--- config.mk ---
export PLATFORM = sky130hd
export DESIGN_NAME = json_string_utf8_validator_unit
export DESIGN_NICKNAME = d
export VERILOG_FILES = /design/src/rtl/core/jsv_pkg.sv /design/src/rtl/core/jsv_step.sv /design/src/rtl/core/json_string_utf8_validator_unit.sv
export SDC_FILE = /design/constraint.sdc
export NUM_CORES = 1
export LEC_CHECK = 0
export BUFFER_PORTS_ARGS = -buffer_cell sky130_fd_sc_hd__buf_4
export CAP_MARGIN = 25
export CORE_ASPECT_RATIO = 1.5
export CORE_MARGIN = 2
export CORE_UTILIZATION = 29
export CTS_BUF_LIST = sky130_fd_sc_hd__clkbuf_16
export DETAILED_ROUTE_END_ITERATION = 16
export GPL_TIMING_DRIVEN = 0
export PLACE_DENSITY = 0.47
export SLEW_MARGIN = 30
export SYNTH_ARGS = -nofsm -noshare
export SYNTH_HDL_FRONTEND = slang
export SYNTH_SLANG_ARGS = --single-unit
--- constraint.sdc ---
create_clock -name clock -period 4 [get_ports clock]
set_input_delay 0.4 -clock clock [delete_from_list [all_inputs] [get_ports clock]]
set_output_delay 0.4 -clock clock [all_outputs]
set_load 0.02 [all_outputs]
--- src/rtl/core/jsv_pkg.sv ---
`timescale 1ns / 1ps
// ============================================================================
// jsv_pkg
// Shared types, byte codes and the scan state record of the JSON string
// validator.
// ============================================================================
package jsv_pkg;

   // Width of the saturating length counter
   localparam int LENGTH_BITS = 16;
   // Width of the raw_length field on the result port
   localparam int RSP_LENGTH_BITS = 16;

   typedef logic [LENGTH_BITS-1:0]     len_type;
   typedef logic [RSP_LENGTH_BITS-1:0] rsp_len_type;

   // Characters of interest
   localparam logic [7:0] BYTE_QUOTE     = 8'h22;
   localparam logic [7:0] BYTE_BSLASH    = 8'h5C;
   localparam logic [7:0] BYTE_SLASH     = 8'h2F;
   localparam logic [7:0] BYTE_LOWER_B   = 8'h62;
   localparam logic [7:0] BYTE_LOWER_F   = 8'h66;
   localparam logic [7:0] BYTE_LOWER_N   = 8'h6E;
   localparam logic [7:0] BYTE_LOWER_R   = 8'h72;
   localparam logic [7:0] BYTE_LOWER_T   = 8'h74;
   localparam logic [7:0] BYTE_LOWER_U   = 8'h75;
   localparam logic [7:0] BYTE_SPACE     = 8'h20;
   localparam logic [7:0] BYTE_DIGIT_0   = 8'h30;
   localparam logic [7:0] BYTE_DIGIT_9   = 8'h39;
   localparam logic [7:0] BYTE_UPPER_A   = 8'h41;
   localparam logic [7:0] BYTE_UPPER_F   = 8'h46;
   localparam logic [7:0] BYTE_LOWER_A   = 8'h61;

   // UTF-8 lead and continuation bounds
   localparam logic [7:0] UTF8_ASCII_TOP = 8'h80;
   localparam logic [7:0] UTF8_LEAD2_LO  = 8'hC2;
   localparam logic [7:0] UTF8_LEAD2_HI  = 8'hDF;
   localparam logic [7:0] UTF8_LEAD_E0   = 8'hE0;
   localparam logic [7:0] UTF8_LEAD_ED   = 8'hED;
   localparam logic [7:0] UTF8_LEAD3_HI  = 8'hEF;
   localparam logic [7:0] UTF8_LEAD_F0   = 8'hF0;
   localparam logic [7:0] UTF8_LEAD4_HI  = 8'hF3;
   localparam logic [7:0] UTF8_LEAD_F4   = 8'hF4;
   localparam logic [7:0] UTF8_CONT_LO   = 8'h80;
   localparam logic [7:0] UTF8_CONT_HI   = 8'hBF;
   localparam logic [7:0] UTF8_LO_AFTER_E0 = 8'hA0;
   localparam logic [7:0] UTF8_LO_AFTER_F0 = 8'h90;
   localparam logic [7:0] UTF8_HI_AFTER_ED = 8'h9F;
   localparam logic [7:0] UTF8_HI_AFTER_F4 = 8'h8F;

   // UTF-16 surrogate bounds
   localparam logic [15:0] SURR_HIGH_LO = 16'hD800;
   localparam logic [15:0] SURR_LOW_LO  = 16'hDC00;
   localparam logic [15:0] SURR_LOW_HI  = 16'hDFFF;

   localparam logic [2:0] HEX_DIGITS = 3'd4;

   typedef enum logic [2:0] {
      MODE_IDLE = 3'd0,
      MODE_BODY = 3'd1,
      MODE_ESC  = 3'd2,
      MODE_HEX  = 3'd3,
      MODE_UTF8 = 3'd4
   } mode_type;

   // Bound on the first continuation byte
   typedef enum logic [1:0] {
      RANGE_FULL       = 2'd0,
      RANGE_RAISED_LO  = 2'd1,
      RANGE_LOWERED_HI = 2'd2
   } range_type;

   typedef enum logic [1:0] {
      STATUS_SCAN   = 2'd0,
      STATUS_CLOSED = 2'd1,
      STATUS_ERROR  = 2'd2,
      STATUS_IDLE   = 2'd3
   } status_type;

   typedef enum logic [2:0] {
      ERR_NONE         = 3'd0,
      ERR_CONTROL      = 3'd1,
      ERR_ESCAPE       = 3'd2,
      ERR_HEX          = 3'd3,
      ERR_SURROGATE    = 3'd4,
      ERR_UTF8         = 3'd5,
      ERR_UNTERMINATED = 3'd6
   } err_type;

   typedef struct packed {
      mode_type    mode;
      logic [2:0]  hex_left;
      logic [15:0] escape_value;
      logic [1:0]  cont_left;
      range_type   cont_range;
      logic        surr_pending;
      logic        escape_flag;
      len_type     length;
   } scan_state_type;

   localparam scan_state_type RESET_STATE = '{
      mode:         MODE_IDLE,
      hex_left:     3'd0,
      escape_value: 16'd0,
      cont_left:    2'd0,
      cont_range:   RANGE_FULL,
      surr_pending: 1'b0,
      escape_flag:  1'b0,
      length:       '0
   };

   // Verdict of one scan step
   typedef struct packed {
      status_type status;
      err_type    kind;
   } verdict_type;

   // One result word
   typedef struct packed {
      status_type  status;
      err_type     kind;
      logic        escape_seen;
      rsp_len_type raw_length;
   } rsp_word_type;

endpackage

--- src/rtl/core/jsv_step.sv ---
`timescale 1ns / 1ps
// ============================================================================
// jsv_step
// Next-state and verdict logic for one byte of a quoted JSON string.
// ============================================================================
module jsv_step (
   input  jsv_pkg::scan_state_type state_cur,
   input  logic [7:0]              in_byte,
   input  logic                    start_string,
   input  logic                    text_end,
   output jsv_pkg::scan_state_type state_nxt,
   output jsv_pkg::verdict_type    verdict
);

   logic [7:0]       b;
   logic             hex_ok;
   logic [3:0]       hex_val;
   logic [15:0]      ev_next;
   logic [2:0]       hl_next;
   logic [1:0]       cl_next;
   logic [7:0]       cont_lo;
   logic [7:0]       cont_hi;
   jsv_pkg::len_type len_inc;
   logic             do_count;
   logic             do_fail;
   jsv_pkg::err_type fail_kind;
   logic             active;

   assign b = in_byte;

   // Decode a hex digit
   always_comb begin
      hex_ok  = 1'b1;
      hex_val = 4'd0;
      if (b >= jsv_pkg::BYTE_DIGIT_0 && b <= jsv_pkg::BYTE_DIGIT_9) begin
         hex_val = 4'(b - jsv_pkg::BYTE_DIGIT_0);
      end else if (b >= jsv_pkg::BYTE_UPPER_A && b <= jsv_pkg::BYTE_UPPER_F) begin
         hex_val = 4'(b - jsv_pkg::BYTE_UPPER_A + 8'd10);
      end else if (b >= jsv_pkg::BYTE_LOWER_A && b <= jsv_pkg::BYTE_LOWER_F) begin
         hex_val = 4'(b - jsv_pkg::BYTE_LOWER_A + 8'd10);
      end else begin
         hex_ok = 1'b0;
      end
   end

   // Shift in the digit and step the counters
   assign ev_next = {state_cur.escape_value[11:0], hex_val};
   assign hl_next = (state_cur.hex_left != 3'd0) ? state_cur.hex_left - 3'd1 : 3'd0;
   assign cl_next = (state_cur.cont_left != 2'd0) ? state_cur.cont_left - 2'd1 : 2'd0;

   // Saturating length increment
   assign len_inc = (&state_cur.length) ? state_cur.length
                                        : state_cur.length + jsv_pkg::len_type'(1);

   // Bounds on the next continuation byte
   always_comb begin
      cont_lo = jsv_pkg::UTF8_CONT_LO;
      cont_hi = jsv_pkg::UTF8_CONT_HI;
      unique case (state_cur.cont_range)
         jsv_pkg::RANGE_RAISED_LO: begin
            cont_lo = (state_cur.cont_left == 2'd3) ? jsv_pkg::UTF8_LO_AFTER_F0
                                                    : jsv_pkg::UTF8_LO_AFTER_E0;
         end
         jsv_pkg::RANGE_LOWERED_HI: begin
            cont_hi = (state_cur.cont_left == 2'd3) ? jsv_pkg::UTF8_HI_AFTER_F4
                                                    : jsv_pkg::UTF8_HI_AFTER_ED;
         end
         default: begin
         end
      endcase
   end

   assign active = (state_cur.mode == jsv_pkg::MODE_BODY) ||
                   (state_cur.mode == jsv_pkg::MODE_ESC)  ||
                   (state_cur.mode == jsv_pkg::MODE_HEX)  ||
                   (state_cur.mode == jsv_pkg::MODE_UTF8);

   // Advance the scan by one byte
   always_comb begin
      state_nxt      = state_cur;
      verdict.status = jsv_pkg::STATUS_SCAN;
      verdict.kind   = jsv_pkg::ERR_NONE;
      do_count       = 1'b0;
      do_fail        = 1'b0;
      fail_kind      = jsv_pkg::ERR_NONE;

      priority if (start_string) begin
         state_nxt      = jsv_pkg::RESET_STATE;
         state_nxt.mode = jsv_pkg::MODE_BODY;
      end else if (!active) begin
         state_nxt.mode = jsv_pkg::MODE_IDLE;
         verdict.status = jsv_pkg::STATUS_IDLE;
      end else if (text_end) begin
         do_fail = 1'b1;
         priority if (state_cur.mode == jsv_pkg::MODE_HEX) begin
            fail_kind = jsv_pkg::ERR_HEX;
         end else if (state_cur.mode == jsv_pkg::MODE_UTF8) begin
            fail_kind = jsv_pkg::ERR_UTF8;
         end else if (state_cur.surr_pending) begin
            fail_kind = jsv_pkg::ERR_SURROGATE;
         end else begin
            fail_kind = jsv_pkg::ERR_UNTERMINATED;
         end
      end else begin
         unique case (state_cur.mode)
            jsv_pkg::MODE_BODY: begin
               priority if (state_cur.surr_pending && b != jsv_pkg::BYTE_BSLASH) begin
                  do_fail   = 1'b1;
                  fail_kind = jsv_pkg::ERR_SURROGATE;
               end else if (b == jsv_pkg::BYTE_QUOTE) begin
                  state_nxt.mode = jsv_pkg::MODE_IDLE;
                  verdict.status = jsv_pkg::STATUS_CLOSED;
               end else if (b < jsv_pkg::BYTE_SPACE) begin
                  do_fail   = 1'b1;
                  fail_kind = jsv_pkg::ERR_CONTROL;
               end else if (b == jsv_pkg::BYTE_BSLASH) begin
                  state_nxt.escape_flag = 1'b1;
                  state_nxt.mode        = jsv_pkg::MODE_ESC;
                  do_count              = 1'b1;
               end else if (b >= jsv_pkg::UTF8_ASCII_TOP) begin
                  // classify the lead byte
                  state_nxt.mode       = jsv_pkg::MODE_UTF8;
                  state_nxt.cont_range = jsv_pkg::RANGE_FULL;
                  do_count             = 1'b1;
                  priority if (b >= jsv_pkg::UTF8_LEAD2_LO && b <= jsv_pkg::UTF8_LEAD2_HI) begin
                     state_nxt.cont_left = 2'd1;
                  end else if (b == jsv_pkg::UTF8_LEAD_E0) begin
                     state_nxt.cont_left  = 2'd2;
                     state_nxt.cont_range = jsv_pkg::RANGE_RAISED_LO;
                  end else if (b == jsv_pkg::UTF8_LEAD_ED) begin
                     state_nxt.cont_left  = 2'd2;
                     state_nxt.cont_range = jsv_pkg::RANGE_LOWERED_HI;
                  end else if (b > jsv_pkg::UTF8_LEAD_E0 && b <= jsv_pkg::UTF8_LEAD3_HI) begin
                     state_nxt.cont_left = 2'd2;
                  end else if (b == jsv_pkg::UTF8_LEAD_F0) begin
                     state_nxt.cont_left  = 2'd3;
                     state_nxt.cont_range = jsv_pkg::RANGE_RAISED_LO;
                  end else if (b > jsv_pkg::UTF8_LEAD_F0 && b <= jsv_pkg::UTF8_LEAD4_HI) begin
                     state_nxt.cont_left = 2'd3;
                  end else if (b == jsv_pkg::UTF8_LEAD_F4) begin
                     state_nxt.cont_left  = 2'd3;
                     state_nxt.cont_range = jsv_pkg::RANGE_LOWERED_HI;
                  end else begin
                     state_nxt = state_cur;
                     do_count  = 1'b0;
                     do_fail   = 1'b1;
                     fail_kind = jsv_pkg::ERR_UTF8;
                  end
               end else begin
                  do_count = 1'b1;
               end
            end

            jsv_pkg::MODE_ESC: begin
               priority if (state_cur.surr_pending && b != jsv_pkg::BYTE_LOWER_U) begin
                  do_fail   = 1'b1;
                  fail_kind = jsv_pkg::ERR_SURROGATE;
               end else if (b == jsv_pkg::BYTE_LOWER_U) begin
                  state_nxt.hex_left     = jsv_pkg::HEX_DIGITS;
                  state_nxt.escape_value = 16'd0;
                  state_nxt.mode         = jsv_pkg::MODE_HEX;
                  do_count               = 1'b1;
               end else if (b == jsv_pkg::BYTE_QUOTE   || b == jsv_pkg::BYTE_BSLASH  ||
                            b == jsv_pkg::BYTE_SLASH   || b == jsv_pkg::BYTE_LOWER_B ||
                            b == jsv_pkg::BYTE_LOWER_F || b == jsv_pkg::BYTE_LOWER_N ||
                            b == jsv_pkg::BYTE_LOWER_R || b == jsv_pkg::BYTE_LOWER_T) begin
                  state_nxt.mode = jsv_pkg::MODE_BODY;
                  do_count       = 1'b1;
               end else begin
                  do_fail   = 1'b1;
                  fail_kind = jsv_pkg::ERR_ESCAPE;
               end
            end

            jsv_pkg::MODE_HEX: begin
               if (!hex_ok) begin
                  do_fail   = 1'b1;
                  fail_kind = jsv_pkg::ERR_HEX;
               end else begin
                  state_nxt.escape_value = ev_next;
                  state_nxt.hex_left     = hl_next;
                  do_count               = 1'b1;
                  if (hl_next == 3'd0) begin
                     // pair up surrogate halves on the last digit
                     state_nxt.mode = jsv_pkg::MODE_BODY;
                     priority if (ev_next >= jsv_pkg::SURR_HIGH_LO &&
                                  ev_next < jsv_pkg::SURR_LOW_LO) begin
                        if (state_cur.surr_pending) begin
                           do_fail   = 1'b1;
                           fail_kind = jsv_pkg::ERR_SURROGATE;
                        end else begin
                           state_nxt.surr_pending = 1'b1;
                        end
                     end else if (ev_next >= jsv_pkg::SURR_LOW_LO &&
                                  ev_next <= jsv_pkg::SURR_LOW_HI) begin
                        if (!state_cur.surr_pending) begin
                           do_fail   = 1'b1;
                           fail_kind = jsv_pkg::ERR_SURROGATE;
                        end else begin
                           state_nxt.surr_pending = 1'b0;
                        end
                     end else if (state_cur.surr_pending) begin
                        do_fail   = 1'b1;
                        fail_kind = jsv_pkg::ERR_SURROGATE;
                     end else begin
                     end
                  end
               end
            end

            jsv_pkg::MODE_UTF8: begin
               if (b < cont_lo || b > cont_hi) begin
                  do_fail   = 1'b1;
                  fail_kind = jsv_pkg::ERR_UTF8;
               end else begin
                  state_nxt.cont_range = jsv_pkg::RANGE_FULL;
                  state_nxt.cont_left  = cl_next;
                  if (cl_next == 2'd0) begin
                     state_nxt.mode = jsv_pkg::MODE_BODY;
                  end
                  do_count = 1'b1;
               end
            end

            default: begin
            end
         endcase
      end

      // Failure drops to idle and leaves the count alone
      if (do_fail) begin
         state_nxt.mode = jsv_pkg::MODE_IDLE;
         verdict.status = jsv_pkg::STATUS_ERROR;
         verdict.kind   = fail_kind;
      end else if (do_count) begin
         state_nxt.length = len_inc;
      end
   end

endmodule

--- src/rtl/core/json_string_utf8_validator_unit.sv ---
`timescale 1ns / 1ps
// ============================================================================
// json_string_utf8_validator_unit
// Checks a quoted JSON string one byte per word: control bytes, escapes,
// \u hex digits, surrogate pairing and UTF-8 well-formedness.
// ============================================================================
//
//   channel  | direction | handshake            | payload
//   ---------+-----------+----------------------+----------------------------------
//   req      | in        | req_valid/req_stall  | in_byte, start_string, text_end
//   rsp      | out       | rsp_valid/rsp_stall  | status, error_kind, escape_seen,
//            |           |                      | raw_length
//
// One byte per cycle sustained unless the result side stalls, since the scan
// state is updated by the combinational next-state step as a byte is taken.
// Each result is registered in the output register, or in the skid stage.
// Reset empties the output register and its skid stage and puts the scan idle.
// A stalled result side fills the skid stage; req_stall rises only once both
// hold a result, so one more byte is taken behind a waiting result.
//
module json_string_utf8_validator_unit (
   input  logic                        clock,
   input  logic                        reset,

   input  logic                        req_valid,
   output logic                        req_stall,
   input  logic [7:0]                  req_in_byte,
   input  logic                        req_start_string,
   input  logic                        req_text_end,

   output logic                        rsp_valid,
   input  logic                        rsp_stall,
   output logic [1:0]                  rsp_status,
   output logic [2:0]                  rsp_error_kind,
   output logic                        rsp_escape_seen,
   output logic [15:0]                 rsp_raw_length
);

   jsv_pkg::scan_state_type state_ff;
   jsv_pkg::scan_state_type state_in;
   jsv_pkg::verdict_type    verdict;
   jsv_pkg::rsp_word_type   word_in;
   jsv_pkg::rsp_word_type   out_ff;
   jsv_pkg::rsp_word_type   skid_ff;
   logic                    out_valid_ff;
   logic                    skid_valid_ff;
   logic                    push;
   logic                    pop;

   jsv_step u_step (
      .state_cur    (state_ff),
      .in_byte      (req_in_byte),
      .start_string (req_start_string),
      .text_end     (req_text_end),
      .state_nxt    (state_in),
      .verdict      (verdict)
   );

   // Build the result word from the updated state
   assign word_in.status       = verdict.status;
   assign word_in.kind         = verdict.kind;
   assign word_in.escape_seen  = state_in.escape_flag;
   assign word_in.raw_length   = jsv_pkg::rsp_len_type'(state_in.length);

   assign req_stall = skid_valid_ff;
   assign push      = req_valid && !skid_valid_ff;
   assign pop       = out_valid_ff && !rsp_stall;

   // Hold scan state and output valid bits
   always_ff @(posedge clock) begin
      if (reset) begin
         state_ff      <= jsv_pkg::RESET_STATE;
         out_valid_ff  <= 1'b0;
         skid_valid_ff <= 1'b0;
      end else begin
         if (push) begin
            state_ff <= state_in;
         end
         if (skid_valid_ff) begin
            if (pop) begin
               skid_valid_ff <= 1'b0;
            end
         end else if (push) begin
            if (out_valid_ff && !pop) begin
               skid_valid_ff <= 1'b1;
            end else begin
               out_valid_ff <= 1'b1;
            end
         end else if (pop) begin
            out_valid_ff <= 1'b0;
         end
      end
   end

   // Move result words through output and skid registers
   always_ff @(posedge clock) begin
      if (skid_valid_ff) begin
         if (pop) begin
            out_ff <= skid_ff;
         end
      end else if (push) begin
         if (out_valid_ff && !pop) begin
            skid_ff <= word_in;
         end else begin
            out_ff <= word_in;
         end
      end
   end

   assign rsp_valid       = out_valid_ff;
   assign rsp_status      = out_ff.status;
   assign rsp_error_kind  = out_ff.kind;
   assign rsp_escape_seen = out_ff.escape_seen;
   assign rsp_raw_length  = out_ff.raw_length;

endmodule

==> flow_summary.yaml <==
grt:
  grt_overflow: 0
  global_routing_s_busiest_layer: "met2"
  antenna_found_initial: 0
  globalRouteTotalUtil_pct: 17.3
  met1_usage_pct: 18.6
  global_routing_met3_resource_utilization_pct: 2.09
  first_pass_grt_wire_length_mm: 26.4
  grt_pass1_vias: 4895
  maximum_number_of_pins_on_one_net_before_global_route_repair: 23
  gr-usage-met2_pct: 32.9
worst_setup_path:
  arrival_ns: 3.55
  crit_chain: "clkbuf_1 > nand2b_1 > or2_2 > nor4_1 > o21bai_1 > or3_1 > buf_2 > nand2_1 > o311ai_0 > o41ai_1"
  criticalPathCategory: "flip-flop to flip-flop"
  crit_path_start_kind: "flip-flop"
  timing.critical_path.to_type: "flip-flop"
  crit_path_top_delay_cell: "sky130_fd_sc_hd__o311ai_0"
  slowest_delay_ns: 0.56
  critical_path_peak_fanout: 8
  critical_path_required_ns: 4.06
pwr:
  power_switching_uw: 582
  irDropWorstVdd_mv: 0.149
  combinational_share_of_power_pct: 14.1
  swShare_pct: 28.3
  power_leakage_uw: 0.00204
  cell_internal_power_dissipation_uw: 1470
  power.share.sequential_pct: 46.7
  power_frac_clock_pct: 39.2
  p_per_area_nw_per_um2: 329
logic_synthesis:
  synth.yosys.warnings: 0
  cell_type_with_the_highest_aggregate_area_in_the_netlist: "sky130_fd_sc_hd__edfxtp_1"
  synth_common_cells: "sky130_fd_sc_hd__nand2_1 (66), sky130_fd_sc_hd__nor2_1 (58), sky130_fd_sc_hd__a21oi_1 (47)"
  synth.mux.area_fraction_pct: 2.35
  synth_top_cells_by_area: "sky130_fd_sc_hd__edfxtp_1 (25%), sky130_fd_sc_hd__dfxtp_1 (16%), sky130_fd_sc_hd__nand2_1 (4.6%)"
  seq_area_frac_synth_pct: 40.2
  syn_area_per_cell_um2: 8.94
  portion_of_synthesized_cell_area_occupied_by_the_leading_cell_type_pct: 24.6
  synthSimpleGateAreaFrac_pct: 26.4
  synth-seq-cells: 86
  synthDistinctLibCells: 80
  count_leader_synth: "sky130_fd_sc_hd__nand2_1"
  post_synth_instance_area_um2: 5370
  main_combinational_cell_family_by_area_after_synthesis: "simple AND/OR/NAND/NOR gates"
  synth_area_in_adders_pct: 2.33
  synth-compound-area-share_pct: 22.0
  netlist_instances: 601
  synth_edf_count: 44
  synth_nets: 625
  synth-main-ff-cell: "sky130_fd_sc_hd__edfxtp_1"
  async_flop_share_pct: 0
  xor_and_xnor_fraction_of_the_mapped_netlist_area_pct: 1.79
floorplanning:
  rows: 61
  floorplan.die.width_um: 115
  fp.dieArea_um2: 19700
  floorplan.io_pins: 38
  die_ht_um: 171
  core_area_um2: 18300
  initial_utilization_pct: 29.3
clock_tree:
  clkTransAtPathRegs_ns: 0.07
  cts.path.max_buffers: 2
  htree_num_levels: 3
  worst_skew_pair_latency_ns: 0.34
  cts_bufs_inserted: 9
  cts_hold_buf: 0
  cts.sink_count: 86
  cts_tree: "done"
  post_cts.repair.setup_buffers: 0
  cts.repair.resized: 0
  ctsRootBufferMaster: "sky130_fd_sc_hd__clkbuf_16"
cells_and_area:
  finalCoreUtilization_pct: 34.1
  insertedDiodeCount: 0
  layoutNonFillerInstCount: 874
  synthToLayoutAreaGrowth_pct: 16.3
  drive_above_1_share_pct: 16.2
  nNetsFinal: 673
  layout.filler_cells: 1947
timing:
  final.setup.worst_slack_ns: 0.508
  post-route-min-period_ns: 3.49
  rsz0062_at_grt: "no"
  final_worst_clock_skew_ns: 0.0131
  final-max-slew-violation-count: 0
  timing.slew.headroom_pct: 38.2
  final_min_period_over_clock_period_pct: 87.3
  fin_setup_tns_ns: 0
  worst_pin_slew_ns: 0.927
  timing.final.hold_violations: 0
  setup_viol_count_final: 0
  achievable_freq_mhz: 286
  fin_worst_hold_slack_ns: 0.378
drt:
  ant_nets: 0
  drt_iter0_markers: 276
  drt_drc_violations_left: 0
  routed_wirelength_mm: 16.6
  routedWlPerCell_um: 19.0
  routed_via_density: 5.54
  dr.pass1.iters: 4
  vias: 4840
flow_run:
  maxCapViolCount: 0
hold_path:
  min_path_type: "input port to flip-flop"
placement:
  total_placed_cells_including_tap_cells: 858
  placement.io_buffers: 36
  preCtsSetupSlack_ns: 0.310
  place.detailed.hpwl_mm: 12.8
  routabilityCongestion: 0.941
run_status:
  status: "completed"
[state kept, by name, indices dropped and copies added (netlist names)]
| register | flops |
|---|---|
| req_stall | 1 |
| rsp_error_kind | 3 |
| rsp_escape_seen | 1 |
| rsp_raw_length | 16 |
| rsp_status | 2 |
| rsp_valid | 1 |
| skid_ff | 22 |
| state_ff | 40 |
[logic make-up (layout without fill, tap and decap cells)]
group                      after synthesis  in the layout
xor gates and xnor gates                11             11
DFF                                     86             86
muxes                                   12             12
buffers and inverters                   61            114
and+or+nand+nor                        269            269
adders and majority gates               10             10
AOI/OAI and AO/OA                      152            152
[worst max-delay path: cells and delay by family, from the launching register on]
| kind | cells | cell delay, ns |
|---|---|---|
| and+or+nand+nor | 5 | 1.38 |
| AOI/OAI and AO/OA | 3 | 0.97 |
| buffers and inverters | 2 | 0.56 |
| DFF | 1 | 0.31 |
[through the flow]
step | area, um^2 | total power, uW
after global placement | 5920 | 1260
final | 6250 | 2060
after global routing | 6250 | 2150
after floorplan | 5370 | 1150
after detailed placement | 5970 | 1270
after CTS | 6250 | 2090
[power groups by stage]
| stage | Combinational [uW] | Clock [uW] | Sequential [uW] |
|---|---|---|---|
| final | 290 | 806 | 960 |
| after global routing | 315 | 868 | 962 |
| after CTS | 293 | 835 | 961 |
| after detailed placement | 292 | 0 | 981 |
| after global placement | 281 | 0 | 981 |
| after floorplan | 149 | 0 | 1010 |
[layout by cell type, fill, tap and decap left out, types with 5 or more instances in the layout]
cell,netlist,final
sky130_fd_sc_hd__nand2_1,66,66
sky130_fd_sc_hd__nor2_1,58,58
sky130_fd_sc_hd__a21oi_1,47,46
sky130_fd_sc_hd__edfxtp_1,44,44
sky130_fd_sc_hd__dfxtp_1,42,42
sky130_fd_sc_hd__buf_4,2,38
sky130_fd_sc_hd__nand3_1,30,30
sky130_fd_sc_hd__clkbuf_1,28,28
sky130_fd_sc_hd__inv_1,19,19
sky130_fd_sc_hd__nor3_1,19,19
sky130_fd_sc_hd__o31ai_1,19,19
sky130_fd_sc_hd__nand4_1,14,14
sky130_fd_sc_hd__o21ai_0,14,14
sky130_fd_sc_hd__nand3b_1,11,11
sky130_fd_sc_hd__a31oi_1,11,11
sky130_fd_sc_hd__nor2b_1,10,10
sky130_fd_sc_hd__ha_1,10,10
sky130_fd_sc_hd__clkbuf_16,0,9
sky130_fd_sc_hd__xnor2_1,9,8
sky130_fd_sc_hd__or4_1,7,7
sky130_fd_sc_hd__mux2i_1,7,7
sky130_fd_sc_hd__buf_2,6,6
sky130_fd_sc_hd__a211oi_1,6,6
sky130_fd_sc_hd__or3_1,6,6
sky130_fd_sc_hd__nand2b_1,5,5
sky130_fd_sc_hd__or2_2,5,5
sky130_fd_sc_hd__and2_1,5,5
sky130_fd_sc_hd__mux2_2,5,5
[cell type report]
type / instances / area (um^2) / area share (%)
buffer: 42 / 188 / 3.00
clock buffer: 9 / 225 / 3.61
clock inverter: 7 / 56.3 / 0.901
inverter: 19 / 71.3 / 1.14
multi-input combinational: 454 / 2970 / 47.6
sequential: 86 / 2160 / 34.6
tap: 220 / 275 / 4.41
timing repair buffer: 37 / 298 / 4.77
[routing by layer]
layer / vias to the layer above / wire length (um)
met5: - / 0
met4: 0 / 650
met3: 32 / 435
met2: 103 / 9020
met1: 2355 / 6520
li1: 2350 / -
[worst paths after layout]
kind	startpoint	end	slack [ns]	cells after the start
setup reg to reg	state_ff[43]	skid_ff[3]	0.51	10
hold / removal	req_valid	req_stall	0.38	3
setup / recovery	state_ff[43]	skid_ff[3]	0.51	10
hold reg to reg	state_ff[22]	state_ff[22]	0.46	2
No activity file was read; power rests on OpenSTA's default activity.
